<file path="src/rtl/qzcd_pkg.sv">
// package: widths, payload item types and judge status for the zero-crossing detector
`default_nettype none

package qzcd_pkg;

	localparam int unsigned SAMPLE_W = 16;
	localparam int unsigned INDEX_W  = 16;
	localparam int unsigned COUNT_W  = 16;
	localparam int unsigned WIN_DEPTH = 4;

	localparam logic [INDEX_W-1:0] INDEX_MAX = {INDEX_W{1'b1}};
	localparam logic [COUNT_W-1:0] COUNT_MAX = {COUNT_W{1'b1}};

	typedef logic signed [SAMPLE_W-1:0] sample_t;

	typedef struct packed {
		sample_t sample;
		logic    frame_last;
	} sample_item_t;

	typedef struct packed {
		logic               crossing_found;
		logic [INDEX_W-1:0] crossing_index;
		logic [COUNT_W-1:0] crossing_count;
		logic               frame_done;
	} result_item_t;

	// outcome of judging the window centre
	typedef struct packed {
		logic found;
		logic arm_peak;
		logic arm_trough;
	} judge_t;

endpackage

`default_nettype wire

</file>
<file path="src/rtl/qzcd_judge.sv">
// window judge: qualified crossing, local maximum and local minimum tests on the centre sample
`default_nettype none

module qzcd_judge (
	input  wire qzcd_pkg::sample_t m2,
	input  wire qzcd_pkg::sample_t m1,
	input  wire qzcd_pkg::sample_t c,
	input  wire qzcd_pkg::sample_t p1,
	input  wire qzcd_pkg::sample_t p2,
	input  wire                    window_full,
	input  wire                    peak_armed,
	input  wire                    trough_armed,
	output qzcd_pkg::judge_t       judge
);

	logic is_max;
	logic is_min;
	logic rise;

	assign is_max = (c > 0) && (m1 <= c) && (p1 <= c) && (m2 <= c) && (p2 <= c);
	assign is_min = (c < 0) && (m1 >= c) && (p1 >= c) && (m2 >= c) && (p2 >= c);
	assign rise   = trough_armed && (c >= 0) && (m1 < 0);

	always_comb begin
		judge = '0;
		if (window_full) begin
			if (rise) begin
				judge.found = 1'b1;
			end else if (!peak_armed) begin
				judge.arm_peak = is_max;
			end else if (!trough_armed) begin
				judge.arm_trough = is_min;
			end
		end
	end

endmodule

`default_nettype wire

</file>
<file path="src/rtl/qualified_zero_crossing_detector.sv">
// an accepted item's result is registered in the output register or the skid
// throughput: one item per cycle while the skid is empty; the window judge is combinational
// a two-entry output buffer (result register plus skid) takes one more item after a stall
// reset clears window, index, arm flags, count and both buffer valids; no clearing pass
// all frame state also returns to zero after the item that carries frame_last
`default_nettype none

module qualified_zero_crossing_detector (
	input  wire                          clk,
	input  wire                          arst_n,
	input  wire                          sample_valid,
	output logic                         sample_stall,
	input  wire qzcd_pkg::sample_item_t  sample_item,
	output logic                         result_valid,
	input  wire                          result_stall,
	output qzcd_pkg::result_item_t       result_item
);

	qzcd_pkg::sample_t                    win_q [qzcd_pkg::WIN_DEPTH];
	logic [qzcd_pkg::INDEX_W-1:0]         index_q;
	logic                                 peak_q;
	logic                                 trough_q;
	logic [qzcd_pkg::COUNT_W-1:0]         count_q;

	qzcd_pkg::result_item_t               out_q;
	qzcd_pkg::result_item_t               skid_q;
	logic                                 out_valid_q;
	logic                                 skid_valid_q;

	logic                                 accept;
	logic                                 pop;
	logic                                 window_full;
	qzcd_pkg::judge_t                     judge;
	logic [qzcd_pkg::COUNT_W-1:0]         count_next;
	logic [qzcd_pkg::INDEX_W-1:0]         where;
	qzcd_pkg::result_item_t               res;

	assign accept       = sample_valid && !sample_stall;
	assign pop          = out_valid_q && !result_stall;
	assign sample_stall = skid_valid_q;
	assign result_valid = out_valid_q;
	assign result_item  = out_q;

	assign window_full = (index_q >= qzcd_pkg::INDEX_W'(4));

	qzcd_judge u_judge (
		.m2           (win_q[3]),
		.m1           (win_q[2]),
		.c            (win_q[1]),
		.p1           (win_q[0]),
		.p2           (sample_item.sample),
		.window_full  (window_full),
		.peak_armed   (peak_q),
		.trough_armed (trough_q),
		.judge        (judge)
	);

	always_comb begin
		count_next = count_q;
		if (judge.found && (count_q != qzcd_pkg::COUNT_MAX)) begin
			count_next = count_q + 1'b1;
		end
		// a saturated index reports the crossing at all ones
		where = '0;
		if (judge.found) begin
			where = (index_q == qzcd_pkg::INDEX_MAX) ? qzcd_pkg::INDEX_MAX
				: index_q - qzcd_pkg::INDEX_W'(2);
		end
		res.crossing_found = judge.found;
		res.crossing_index = where;
		res.crossing_count = count_next;
		res.frame_done     = sample_item.frame_last;
	end

	// frame state
	always_ff @(posedge clk or negedge arst_n) begin
		if (!arst_n) begin
			for (int k = 0; k < qzcd_pkg::WIN_DEPTH; k++) begin
				win_q[k] <= '0;
			end
			index_q  <= '0;
			peak_q   <= 1'b0;
			trough_q <= 1'b0;
			count_q  <= '0;
		end else if (accept) begin
			if (sample_item.frame_last) begin
				for (int k = 0; k < qzcd_pkg::WIN_DEPTH; k++) begin
					win_q[k] <= '0;
				end
				index_q  <= '0;
				peak_q   <= 1'b0;
				trough_q <= 1'b0;
				count_q  <= '0;
			end else begin
				win_q[3] <= win_q[2];
				win_q[2] <= win_q[1];
				win_q[1] <= win_q[0];
				win_q[0] <= sample_item.sample;
				if (index_q != qzcd_pkg::INDEX_MAX) begin
					index_q <= index_q + 1'b1;
				end
				count_q <= count_next;
				if (judge.found) begin
					peak_q   <= 1'b0;
					trough_q <= 1'b0;
				end else begin
					if (judge.arm_peak) begin
						peak_q <= 1'b1;
					end
					if (judge.arm_trough) begin
						trough_q <= 1'b1;
					end
				end
			end
		end
	end

	// output buffer control
	always_ff @(posedge clk or negedge arst_n) begin
		if (!arst_n) begin
			out_valid_q  <= 1'b0;
			skid_valid_q <= 1'b0;
		end else if (pop) begin
			if (skid_valid_q) begin
				skid_valid_q <= 1'b0;
			end else begin
				out_valid_q <= accept;
			end
		end else if (accept) begin
			if (!out_valid_q) begin
				out_valid_q <= 1'b1;
			end else begin
				skid_valid_q <= 1'b1;
			end
		end
	end

	// output buffer payload
	always_ff @(posedge clk) begin
		if (pop) begin
			if (skid_valid_q) begin
				out_q <= skid_q;
			end else if (accept) begin
				out_q <= res;
			end
		end else if (accept) begin
			if (!out_valid_q) begin
				out_q <= res;
			end else begin
				skid_q <= res;
			end
		end
	end

endmodule

`default_nettype wire

</file>
<file path="config.mk">
export PLATFORM = sky130hd
export DESIGN_NAME = qualified_zero_crossing_detector
export DESIGN_NICKNAME = d
export VERILOG_FILES = /design/src/rtl/qzcd_pkg.sv /design/src/rtl/qzcd_judge.sv /design/src/rtl/qualified_zero_crossing_detector.sv
export SDC_FILE = /design/constraint.sdc
export NUM_CORES = 1
export LEC_CHECK = 0
export BUFFER_PORTS_ARGS = -buffer_cell sky130_fd_sc_hd__clkbuf_2
export CAP_MARGIN = 40
export CORE_AREA = 5 5 185 98
export CTS_BUF_LIST = sky130_fd_sc_hd__clkbuf_4
export CTS_CLUSTER_SIZE = 25
export DETAILED_ROUTE_END_ITERATION = 10
export DIE_AREA = 0 0 190 103
export PLACE_DENSITY = 0.77
export RECOVER_POWER = 100
export SLEW_MARGIN = 0
export SYNTH_ARGS = -nofsm -noshare
export SYNTH_HDL_FRONTEND = slang
export SYNTH_SLANG_ARGS = --single-unit
</file>
<file path="constraint.sdc">
create_clock -name clk -period 6.1 [get_ports clk]
set_input_delay 0.305 -clock clk [delete_from_list [all_inputs] [get_ports clk]]
set_output_delay 0.305 -clock clk [all_outputs]
set_load 0.01 [all_outputs]
</file>
* After elaboration in Yosys (flattened, before gate mapping) *
Index checks and enable logic that the tools add are counted.

storage, ports and cells
  register bits = 168
  input bits = 21
  output and inout port bits = 36
  word-level logic and storage cells = 98

cells by class
  add/sub/neg operators = 3
  order comparisons = 13
  eq/ne operators = 5
  mux-type cells = 30
  bitwise logic cells = 1
  reductions and logical operators = 28

operators by type and width
  kind                   number
  $mux 34                5
  $mux 16                6
  $ge 16x16->1           4
  $le 16x16->1           4
  $mux 64                1
  $add 16x1->16 const B  2
  $lt 16x1->1 const B    2
  $ne 16x16->1 const B   2
  $eq 16x16->1 const B   1
  $ge 16x1->1 const B    1
  $ge 16x3->1 const B    1
  $gt 16x1->1 const B    1
  $mux 1                 16
  $sub 16x2->16 const B  1
  $logic_and 1x1->1      13
  $reduce_and 2->1       5
  $reduce_bool 2->1      4
  $reduce_and 3->1       2
  $reduce_bool 3->1      2
  $mux 3                 1
  $logic_not 1->1        2
  $mux 2                 1
  $ne 2x1->1 const B     1
  $ne 2x2->1 const B     1
  $not 1->1              1

* Depth between registers and ports, before layout *
Gate-level depths: netlist (run 1).

  depth in word-level cells = 14
  mapped depth = 9
  depth with buffers taken out = 9

* Hierarchy *
A second synthesis (run 1) with hierarchy kept.

unflattened totals
  cells, all modules = 1031
  area total of the unflattened synthesis = 9728.1 sq um

by module, submodules not included
  module                            instances  cells each  area an instance (sq um)  seq. area each (sq um)
  qualified_zero_crossing_detector  1          822         8087.8                    4544.4
  qzcd_judge                        1          209         1640.3                    0.0

* Worst setup path before layout (run 1) *
OpenSTA, ideal clock, no wires.

  path kind = register -> register
  from = register skid_valid_q (netlist: sample_stall)
  to = register out_q (netlist bit result_item[0]), enable pin
  setup time = 0.437 ns
  arrival time = 2.723 ns
  data required time = 5.663 ns
  slack = 2.940 ns
  stages on the path, launching flop included = 5
  path buffers = 1
  clock period less this slack = 3.160 ns
  cells stage by stage = dfrtp_1 -> nor2b_1 -> clkbuf_1 -> a21oi_1 -> a21oi_1

between the ends
  cells in the longest elaborated chain, start to end = 4
  elaborated cells between the ends (all ways) = 5
  classes of those cells = 5 x reduce/logical

ends and longest elaborated chain
  element                                RTL line                                 source
  start, declared                        qualified_zero_crossing_detector.sv:28   logic skid_valid_q;
  start signal, assigned                 qualified_zero_crossing_detector.sv:122  skid_valid_q <= 1'b0;
  start signal, assigned                 qualified_zero_crossing_detector.sv:125  skid_valid_q <= 1'b0;
  start signal, assigned                 qualified_zero_crossing_detector.sv:133  skid_valid_q <= 1'b1;
  $logic_not 1->1                        qualified_zero_crossing_detector.sv:38   assign accept = sample_valid && !sample_stall;
  $logic_and 1x1->1                      qualified_zero_crossing_detector.sv:38
  $reduce_bool 2->1 (no source line)     --
  $reduce_and 3->1 (no source line) (*)  --
  end signal, assigned                   qualified_zero_crossing_detector.sv:142  out_q <= skid_q;
  end signal, assigned                   qualified_zero_crossing_detector.sv:144  out_q <= res;
  end signal, assigned                   qualified_zero_crossing_detector.sv:148  out_q <= res;
  end, declared                          qualified_zero_crossing_detector.sv:25   qzcd_pkg::result_item_t out_q;

Every way passes the cells marked *; elsewhere a longest branch is shown, timed or not.
A chain may end at the register's enable or synchronous reset.

* Worst setup path after layout (run 1) *
  from = register skid_valid_q (netlist: sample_stall)
  to = register skid_q[23] (netlist bit), enable pin

between the ends
  cells in the longest elaborated chain, start to end = 3

ends and longest elaborated chain
  element                            RTL line                                 source
  $logic_not 1->1                    qualified_zero_crossing_detector.sv:38
  $logic_and 1x1->1                  qualified_zero_crossing_detector.sv:38
  $reduce_and 3->1 (no source line)  --
  end signal, assigned               qualified_zero_crossing_detector.sv:150  skid_q <= res;
  end, declared                      qualified_zero_crossing_detector.sv:26   qzcd_pkg::result_item_t skid_q;

Every way passes these cells.

==> impl_metrics.py, run 1 <==
metrics = {
    "status": {
        "outcome": "complete, but fails checks",
        "failed_checks": "max-capacitance violations, max-slew violations",
    },
    "timing": {
        "rsz0062_at_grt": "no",
        "finClkSkew_ps": 31.2,
        "fin_tns_setup_ps": 0,
        "relSlewSlack_pct": -48.5,
        "finalCritPeriodShare_pct": 69.0,
        "slew_violations": 266,
        "setup_viol": 0,
        "hold_viol": 0,
        "fmax_ghz": 0.237,
        "worstMarginPinSlew_ps": 2230,
        "period_minus_slack_ps": 4210,
    },
    "cts": {
        "holdBufCountCts": 15,
        "path_clk_slew_ps": 140,
        "post_cts_resized": 0,
        "cts.sinks": 168,
        "cts_tree": "yes",
        "cts_max_level": 4,
        "post_cts_buffers": 0,
        "clockBufferDepth": 2,
        "cts_buffers": 17,
        "cts_root_buf": "clkbuf_4",
        "clock_latency_ps": 570,
    },
    "synthesis": {
        "synthCells": 898,
        "synth_flop_cell": "dfrtp_1",
        "synth_edf_count": 68,
        "yosysTopAreaCell": "dfrtp_1",
        "yosysMostFrequentCell": "nand2_1",
        "ys_seq_area_share_pct": 50.3,
        "synth-seq-cells": 168,
        "ys_async_sr_fraction_pct": 59.5,
        "syn-num-nets": 988,
        "synth_cell_types": 61,
        "mappedNetlistArea_mm2": 0.00904,
        "ys_warn_count": 0,
        "syn_area_per_cell_um2": 10.1,
        "synthTopCellsByCount": "nand2_1, dfrtp_1, o21ai_0, ha_1, edfxtp_1",
        "synthTopCellsByArea": "dfrtp_1, edfxtp_1, ha_1",
        "synth.top_cell.area_share_pct": 27.7,
    },
    "global_routing": {
        "grt_overflow": 0,
        "grt_use_total_pct": 22.1,
        "first_global_vias": 6449,
        "grt_max_degree": 74,
        "antenna_found_initial": 0,
        "grt_pass1_wl_um": 34200,
    },
    "cells_and_area": {
        "fillers": 1373,
        "syn_to_final_growth_pct": 10.4,
        "stdcell_area_mm2": 0.00998,
        "n_antenna_cell": 0,
        "final_layout_size_suffix_gt1_share_pct": 7.96,
        "nNetsFinal": 1044,
    },
    "routing": {
        "wirelength_met1_um": 10800,
        "wirelength_um": 21400,
        "vias": 6904,
        "drc": 0,
        "wl_per_cell_um": 17.8,
        "route.met2.wl_um": 8650,
        "route.top_layer_used": "met4",
        "avgViaCountPerCell": 5.75,
        "dr_wl_met3_um": 1780,
        "first_pass_iters": 5,
        "drt_iter0_drc": 636,
        "antenna_left": 0,
    },
    "critical_path": {
        "crit_path_top_delay_cell": "clkbuf_1",
        "required_ps": 6240,
        "critPathCapture": "skid_q[23]",
        "cp.arrival_ps": 4350,
        "rr_endpoint": "skid_q[23]",
        "criticalPathCategory": "reg2reg",
        "path_max_fanout": 41,
        "r2r_start": "sample_stall",
        "worst-r2r-setup-slack_ps": 1890,
        "r2r_cells": 4,
        "worstSetupStartpointType": "flip-flop",
        "slowest_delay_ps": 1510,
        "crit_top_cell": "clkbuf_1",
        "crit_start": "sample_stall",
        "crit_path_end_kind": "flip-flop",
        "path_cells": "nor2b_2 > clkbuf_1 > and3_1 > clkbuf_1",
    },
    "worst_hold_path": {
        "hp-class": "in2reg",
        "hold_path_depth": 3,
    },
    "floorplan": {
        "pin_count": 57,
        "die_h_um": 103,
        "placementRows": 34,
        "coreArea_mm2": 0.0166,
        "fp.dieW_um": 190,
        "initial_core_util_pct": 54.3,
        "die_area_mm2": 0.0196,
    },
    "power": {
        "peakVddDrop_v": 0.000179,
        "power_density_mw_per_mm2": 437,
        "p_leak_nw": 4.18,
    },
    "place": {
        "dpl.hpwl_um": 15000,
        "gp_congestion": 0.938,
        "placed_area_mm2": 0.00962,
        "portBuffers": 56,
    },
    "flow_run": {
        "cap_violations": 7,
    },
}
power breakdown:
| group | internal, W | total (W) | switching, W |
|---|---|---|---|
| Sequential | 0.00153 | 0.00178 | 0.000247 |
| Combinational | 0.000682 | 0.00180 | 0.00112 |
| Clock | 0.000374 | 0.000775 | 0.000401 |
per-layer routing:
layer / track usage [%] / vias up
li1: - / 3340
met1: 34.6 / 3306
met2: 30.7 / 240
met3: 5.99 / 18
met4: 4.33 / 0
met5: 0 / -
placed cells by master, fill, tap and decap left out, drive strengths merged, types with 3 or more instances in the layout:
master / Yosys / layout
nand2: 157 / 157
dfrtp: 100 / 100
clkbuf: 36 / 80
o21ai: 77 / 77
ha: 69 / 69
edfxtp: 68 / 68
nor2: 65 / 65
a21oi: 38 / 38
inv: 32 / 33
o31ai: 32 / 32
nand3: 29 / 29
nand4: 19 / 19
xnor2: 19 / 19
mux2i: 16 / 16
dlygate4sd3: 0 / 16
mux2: 15 / 15
xor2: 13 / 13
nor3: 13 / 13
nor4: 9 / 9
or3: 7 / 7
and4: 6 / 6
nand2b: 6 / 6
nor2b: 6 / 6
buf: 10 / 6
and2: 5 / 5
a21o: 5 / 5
bufinv: 0 / 5
clkinv: 0 / 5
or4: 4 / 4
and3: 4 / 4
a31oi: 4 / 4
a211oi: 4 / 4
o211ai: 4 / 4
or2: 4 / 4
a22o: 3 / 3
cells by family (layout without fill, tap and decap cells):
kind of cell | Yosys count | in the layout | synth area share, %
AOI/OAI and AO/OA | 184 | 184 | 12.4
xor gates and xnor gates | 32 | 32 | 3.18
adders and majority gates | 69 | 69 | 9.55
buffers and inverters | 78 | 147 | 3.42
DFF | 168 | 168 | 50.3
muxes | 31 | 31 | 3.72
and+or+nand+nor | 336 | 336 | 17.4
worst min path at each step:
stage,startpoint,to,slack [ps]
after floorplan,arst_n,count_q[0],9
after global placement,arst_n,win_q[8],250
after detailed placement,arst_n,win_q[8],250
after CTS,sample_item[4],win_q[51],10
after global routing,sample_valid,sample_stall,-20
final,sample_valid,sample_stall,20
registers in the layout (all words and copies together) (netlist names):
signal / count
count_q: 16
result_item: 34
index_q: 16
skid_q: 34
peak_q: 1
result_valid: 1
sample_stall: 1
trough_q: 1
win_q: 64
cell type report:
class | instances | area, µm² | area share [%]
inverter | 32 | 120 | 1.20
multi-input combinational | 652 | 4130 | 41.3
tap | 234 | 293 | 2.93
timing repair buffer | 83 | 551 | 5.52
clock buffer | 19 | 143 | 1.43
clock inverter | 13 | 203 | 2.03
sequential | 168 | 4540 | 45.5
metrics by stage:
step	hold WS [ps]	setup slack, ps	cells	total power, W	util, %
4_1_cts	12.2	3190	1200	0.00439	60.8
3_5_place_dp	250	3220	1153	0.00361	57.8
3_3_place_gp	253	3280	1147	0.00351	57.0
2_1_floorplan	9.41	2940	898	0.00298	-
5_1_grt	-16.0	1580	1201	0.00465	60.0
6_report	21.6	1890	1201	0.00436	60.0
critical path: cells and delay by family, from the launching register on:
kind          cells  cell delay [ps]
buf+inv           2             2860
flops             1              490
simple gates      2              440
Note: power is estimated with default switching activity, not from simulation.
==> run 2: changes to the inputs <==
--- a/config.mk
+++ b/config.mk
@@ -12,7 +12,7 @@
 export CTS_CLUSTER_SIZE = 25
 export DETAILED_ROUTE_END_ITERATION = 10
 export DIE_AREA = 0 0 190 103
-export PLACE_DENSITY = 0.77
+export PLACE_DENSITY = 0.8
 export RECOVER_POWER = 100
 export SLEW_MARGIN = 0
 export SYNTH_ARGS = -nofsm -noshare
==> constraint.sdc (replaced) <==
create_clock -name clk -period 3.53 [get_ports clk]
set_input_delay 0.1765 -clock clk [delete_from_list [all_inputs] [get_ports clk]]
set_output_delay 0.1765 -clock clk [all_outputs]
set_load 0.01 [all_outputs]
==> run 2 against run 1 <==
The flow still finishes with violations (max-capacitance violations, max-slew violations). Hold slack better by 80 ps. First-iteration DRC count is 6.3% higher. Combinational power grew 76%. Wire length is 2.7% higher. Power grew 69%. Fmax is 36% higher. Global-route usage is 0.96 points higher. Sequential share of layout area is essentially flat. Via count grew 1.7%. Utilization up 0.053 points. Critical path depth is 3 higher. Register-to-register slack worse by 1500 ps.
==> impl_metrics.py, run 2 (synthesis gave the netlist of run 1 again) <==
metrics = {
    "cts": {
        "post_cts_buffers": 0,
        "cts_buffers": 17,
        "holdBufCountCts": 22,
        "cts_tree": "yes",
        "cts_max_level": 4,
        "post_cts_resized": 0,
        "clock_latency_ps": 580,
        "cts_root_buf": "clkbuf_4",
        "clockBufferDepth": 2,
        "path_clk_slew_ps": 150,
        "cts.sinks": 168,
    },
    "timing": {
        "relSlewSlack_pct": -50.1,
        "finClkSkew_ps": 29.3,
        "fmax_ghz": 0.322,
        "setup_viol": 0,
        "finalCritPeriodShare_pct": 88.0,
        "rsz0062_at_grt": "no",
        "hold_ws_ps": 102,
        "slew_violations": 126,
        "worstMarginPinSlew_ps": 2250,
        "fin_tns_setup_ps": 0,
        "hold_viol": 0,
        "period_minus_slack_ps": 3110,
    },
    "routing": {
        "drc": 0,
        "antenna_left": 0,
        "first_pass_iters": 7,
        "vias": 7018,
        "drt_iter0_drc": 676,
        "avgViaCountPerCell": 5.79,
        "wirelength_um": 22000,
        "wl_per_cell_um": 18.1,
    },
    "global_routing": {
        "first_global_vias": 6524,
        "grt_overflow": 0,
        "antenna_found_initial": 0,
        "grt_pass1_wl_um": 35100,
        "grt_use_total_pct": 23.0,
        "grt_max_degree": 82,
    },
    "cells_and_area": {
        "stdcell_area_mm2": 0.00999,
        "multiInputGateArea_mm2": 0.00417,
        "fillers": 1453,
        "final_common_cell": "nand2_1",
        "regMostFlops": "win_q",
        "final_layout_size_suffix_gt1_share_pct": 9.30,
        "syn_to_final_growth_pct": 10.5,
        "seq_area_mm2": 0.00454,
        "mostFrequentLayoutCells": "nand2_1, dfrtp_1, o21ai_0",
        "n_antenna_cell": 0,
        "largest_reg_flops": 64,
        "nNetsFinal": 1055,
    },
    "critical_path": {
        "crit_path_end_kind": "flip-flop",
        "path_max_fanout": 33,
        "crit_start": "index_q[4]",
        "worstSetupStartpointType": "flip-flop",
        "criticalPathCategory": "reg2reg",
        "required_ps": 3870,
        "r2r_start": "index_q[4]",
        "cp.arrival_ps": 3450,
    },
    "power": {
        "peakVddDrop_v": 0.000338,
        "power_density_mw_per_mm2": 737,
        "p_leak_nw": 4.19,
        "report.power.total_w": 0.00736,
    },
    "status": {
        "failed_checks": "max-capacitance violations, max-slew violations",
        "outcome": "complete, but fails checks",
    },
    "flow_run": {
        "cap_violations": 2,
    },
    "worst_hold_path": {
        "worst_hold_startpoint": "sample_item[0]",
        "hp-class": "in2reg",
    },
    "place": {
        "portBuffers": 56,
        "gp_congestion": 0.949,
        "placed_area_mm2": 0.00963,
        "dpl.hpwl_um": 15500,
    },
    "floorplan": {
        "initial_core_util_pct": 54.3,
        "fp.dieW_um": 190,
        "placementRows": 34,
        "coreArea_mm2": 0.0166,
        "die_h_um": 103,
        "pin_count": 57,
        "die_area_mm2": 0.0196,
    },
}
## run 2: cell count changes in the layout (fill, tap and decap cells not counted), sizes merged
cell / previous run / this run
clkinvlp: 2 / 6
clkinv: 5 / 3
buf: 6 / 8
dlygate4sd3: 16 / 22
clkbuf: 80 / 81
bufinv: 5 / 1
inv: 33 / 37
## run 2: cell type report
class,count,area share [%]
clock buffers,17,1.28
clock inverters,15,1.42
inverters,32,1.20
multi-input cells,652,41.8
flip-flops and latches,168,45.5
well taps,234,2.93
repair buffers,94,5.90
## run 2: stage by stage
step	std cells	utilization, %	worst slack, ps
floorplan	898	-	370
global placement	1155	57.4	744
detailed placement	1158	57.9	667
CTS	1212	60.8	668
global route	1212	60.0	265
finish	1212	60.0	423
## run 2: power by group
| part | switching (W) | internal, W | total, W |
|---|---|---|---|
| clock | 0.000738 | 0.000360 | 0.00110 |
| combinational | 0.00196 | 0.00121 | 0.00317 |
| sequential | 0.000446 | 0.00265 | 0.00309 |
## run 2: path summary, 6_finish.rpt
kind	slack, ps	cells past startpoint	endpoint
worst max-delay path	420	7	result_item[12]
worst min-delay path	100	4	win_q[8]
worst max register to register	420	7	result_item[12]
worst min register to register	500	2	win_q[0]
max in group asynchronous	750	5	win_q[1]
min in group asynchronous	670	3	win_q[10]
## run 2: per-layer routing
layer / part of all wire [%] / up-vias / track usage, %
met5: 0 / - / 0
met2: 41 / 240 / 32.0
met3: 8.4 / 20 / 5.14
li1: - / 3357 / -
met1: 50 / 3401 / 36.5
met4: 0.72 / 0 / 5.06
## run 2: critical path, cell delays in order (launching register included)
cell and delay (ps):
dfrtp_1 490, or4_1 650, nor4b_4 410, a211o_4 410, nor2_1 200, and4_1 260
xor2_1 150, mux2_1 310
==> run 3: changes to the inputs <==
--- a/config.mk
+++ b/config.mk
@@ -7,12 +7,12 @@
 export LEC_CHECK = 0
 export BUFFER_PORTS_ARGS = -buffer_cell sky130_fd_sc_hd__clkbuf_2
 export CAP_MARGIN = 40
-export CORE_AREA = 5 5 185 98
+export CORE_AREA = 5 5 195 103
 export CTS_BUF_LIST = sky130_fd_sc_hd__clkbuf_4
 export CTS_CLUSTER_SIZE = 25
 export DETAILED_ROUTE_END_ITERATION = 10
-export DIE_AREA = 0 0 190 103
-export PLACE_DENSITY = 0.8
+export DIE_AREA = 0 0 200 108
+export PLACE_DENSITY = 0.73
 export RECOVER_POWER = 100
 export SLEW_MARGIN = 0
 export SYNTH_ARGS = -nofsm -noshare
==> run 3 against run 2 <==
The run still ends with max-capacitance violations, max-slew violations left. Via count down 3.3%. Clock power hardly changed. Final area down 0.34%. Power shrank 0.61%. Cell count is the same. Critical path depth unchanged. Flip-flop and latch count stayed put. Non-clock buffer count decreased by 5. Sequential power about the same. Die area grew 10%. Worst setup slack better by 19 ps. Register-to-register slack improved by 20 ps. Critical path type unchanged.
==> impl_metrics.py, run 3 (synthesis gave the netlist of run 1 again) <==
metrics = {
    "timing": {
        "fin_tns_setup_ps": 0,
        "relSlewSlack_pct": -87.4,
        "fmax_ghz": 0.324,
        "slew_violations": 96,
        "worstMarginPinSlew_ps": 2810,
        "rsz0062_at_grt": "no",
        "finClkSkew_ps": 24.5,
        "finalCritPeriodShare_pct": 87.5,
        "setup_viol": 0,
        "period_minus_slack_ps": 3090,
        "hold_viol": 0,
    },
    "global_routing": {
        "first_global_vias": 6474,
        "antenna_found_initial": 0,
        "grt_max_degree": 70,
        "grt_overflow": 0,
        "grt_use_total_pct": 20.5,
        "grt_pass1_wl_um": 34900,
    },
    "flow_run": {
        "cap_violations": 2,
    },
    "floorplan": {
        "die_h_um": 108,
        "coreArea_mm2": 0.0180,
        "die_area_mm2": 0.0216,
        "fp.dieW_um": 200,
        "placementRows": 35,
        "pin_count": 57,
        "initial_core_util_pct": 50.1,
    },
    "cts": {
        "cts.sinks": 168,
        "path_clk_slew_ps": 140,
        "post_cts_resized": 0,
        "cts_buffers": 17,
        "clock_latency_ps": 540,
        "cts_root_buf": "clkbuf_4",
        "clockBufferDepth": 2,
        "cts_tree": "yes",
        "cts_max_level": 4,
    },
    "routing": {
        "antenna_left": 0,
        "vias": 6788,
        "drc": 0,
        "first_pass_iters": 5,
        "wirelength_um": 21500,
        "drt_iter0_drc": 514,
        "wl_per_cell_um": 17.8,
        "avgViaCountPerCell": 5.60,
    },
    "critical_path": {
        "cp.arrival_ps": 3400,
        "slowest_delay_ps": 670,
        "path_cells": "or4_1 > nor4b_4 > a211o_4 > nor2_1 > and4_2 > xor2_1 > mux2_1",
        "r2r_cells": 7,
        "path_delay_family": "simple AND/OR/NAND/NOR gates",
        "required_ps": 3840,
        "crit_path_end_kind": "flip-flop",
        "cp_num_cells": 7,
        "worst-path-buf-inv": 0,
        "crit_path_top_delay_cell": "or4_1",
        "criticalPathCategory": "reg2reg",
        "worstSetupStartpointType": "flip-flop",
        "path_max_fanout": 33,
    },
    "cells_and_area": {
        "n_antenna_cell": 0,
        "final_common_cell": "nand2_1",
        "regMostFlops": "win_q",
        "syn_to_final_growth_pct": 10.1,
        "stdcell_area_mm2": 0.00995,
        "nNetsFinal": 1050,
        "fin_util_pct": 55.2,
        "finalNonFillerCells": 1212,
        "fillers": 1624,
        "final_layout_size_suffix_gt1_share_pct": 9.16,
        "mostFrequentLayoutCells": "nand2_1, dfrtp_1, o21ai_0",
        "largest_reg_flops": 64,
    },
    "place": {
        "dp.cells": 1162,
        "portBuffers": 56,
        "dpl.hpwl_um": 15400,
        "gp_congestion": 0.971,
        "placed_area_mm2": 0.00960,
    },
    "power": {
        "report.power.total_w": 0.00732,
        "peakVddDrop_v": 0.000259,
        "p_leak_nw": 4.18,
        "power_density_mw_per_mm2": 735,
    },
    "worst_hold_path": {
        "hold_path_depth": 4,
        "hp-class": "in2reg",
    },
    "status": {
        "outcome": "complete, but fails checks",
        "failed_checks": "max-capacitance violations, max-slew violations",
    },
}
==> run 3: changes by cell type in the layout (fill, tap and decap cells not counted), sizes merged <==
cell	before	now
dlygate4sd3	22	19
inv	37	34
clkinv	3	4
buf	8	10
bufinv	1	2
clkinvlp	6	2
==> run 3: worst paths after layout <==
check	slack [ps]	from	to
min in group asynchronous	1060	arst_n	win_q[9]
max reg2reg	440	index_q[4]	result_item[10]
max	440	index_q[4]	result_item[10]
min reg2reg	500	win_q[6]	win_q[6]
min	80	sample_item[0]	win_q[51]
max in group asynchronous	860	arst_n	index_q[11]
==> run 3: power breakdown <==
group	total [W]	switching (W)	internal, W
clock	0.00111	0.000670	0.000443
sequential	0.00308	0.000433	0.00265
combinational	0.00312	0.00195	0.00118
total	0.00732	0.00305	0.00427
==> run 3: cell type report <==
class	count	area (µm²)	share of cell area (%)
Inverter	32	120	1.21
Timing Repair Buffer	89	556	5.58
Clock inverter	10	108	1.08
Clock buffer	21	158	1.58
Tap cell	240	300	3.02
Multi-Input combinational cell	652	4170	41.9
Sequential cell	168	4540	45.7
==> run 3: stage by stage <==
| stage | setup slack, ps | hold WS [ps] |
|---|---|---|
| finish | 442 | 76.1 |
| global route | 266 | 33.9 |
| CTS | 694 | 0.586 |
| detailed placement | 676 | 257 |
| global placement | 751 | 252 |
| floorplan | 370 | -119 |
==> run 3: routing by layer <==
layer | track usage (%) | vias up | part of all wire (%)
li1 | - | 3332 | -
met1 | 32.7 | 3230 | 52
met2 | 27.4 | 209 | 40
met3 | 6.04 | 17 | 8.1
met4 | 4.07 | 0 | 0.79
met5 | 0 | - | 0
==> run 3: repair_timing <==
item | in CTS | in global routing
buffers inserted | 0 | 0
hold endpoints to repair | 67 | 0
hold buffers | 19 | 0
==> run 3: worst register-to-register path, delay by kind of cell, from the launching register on <==
kind | cells | cell delay [ps]
AO/OA/AOI/OAI | 1 | 410
XOR/XNOR | 1 | 150
flip-flops | 1 | 490
multiplexers | 1 | 300
AND/OR/NAND/NOR | 4 | 1530
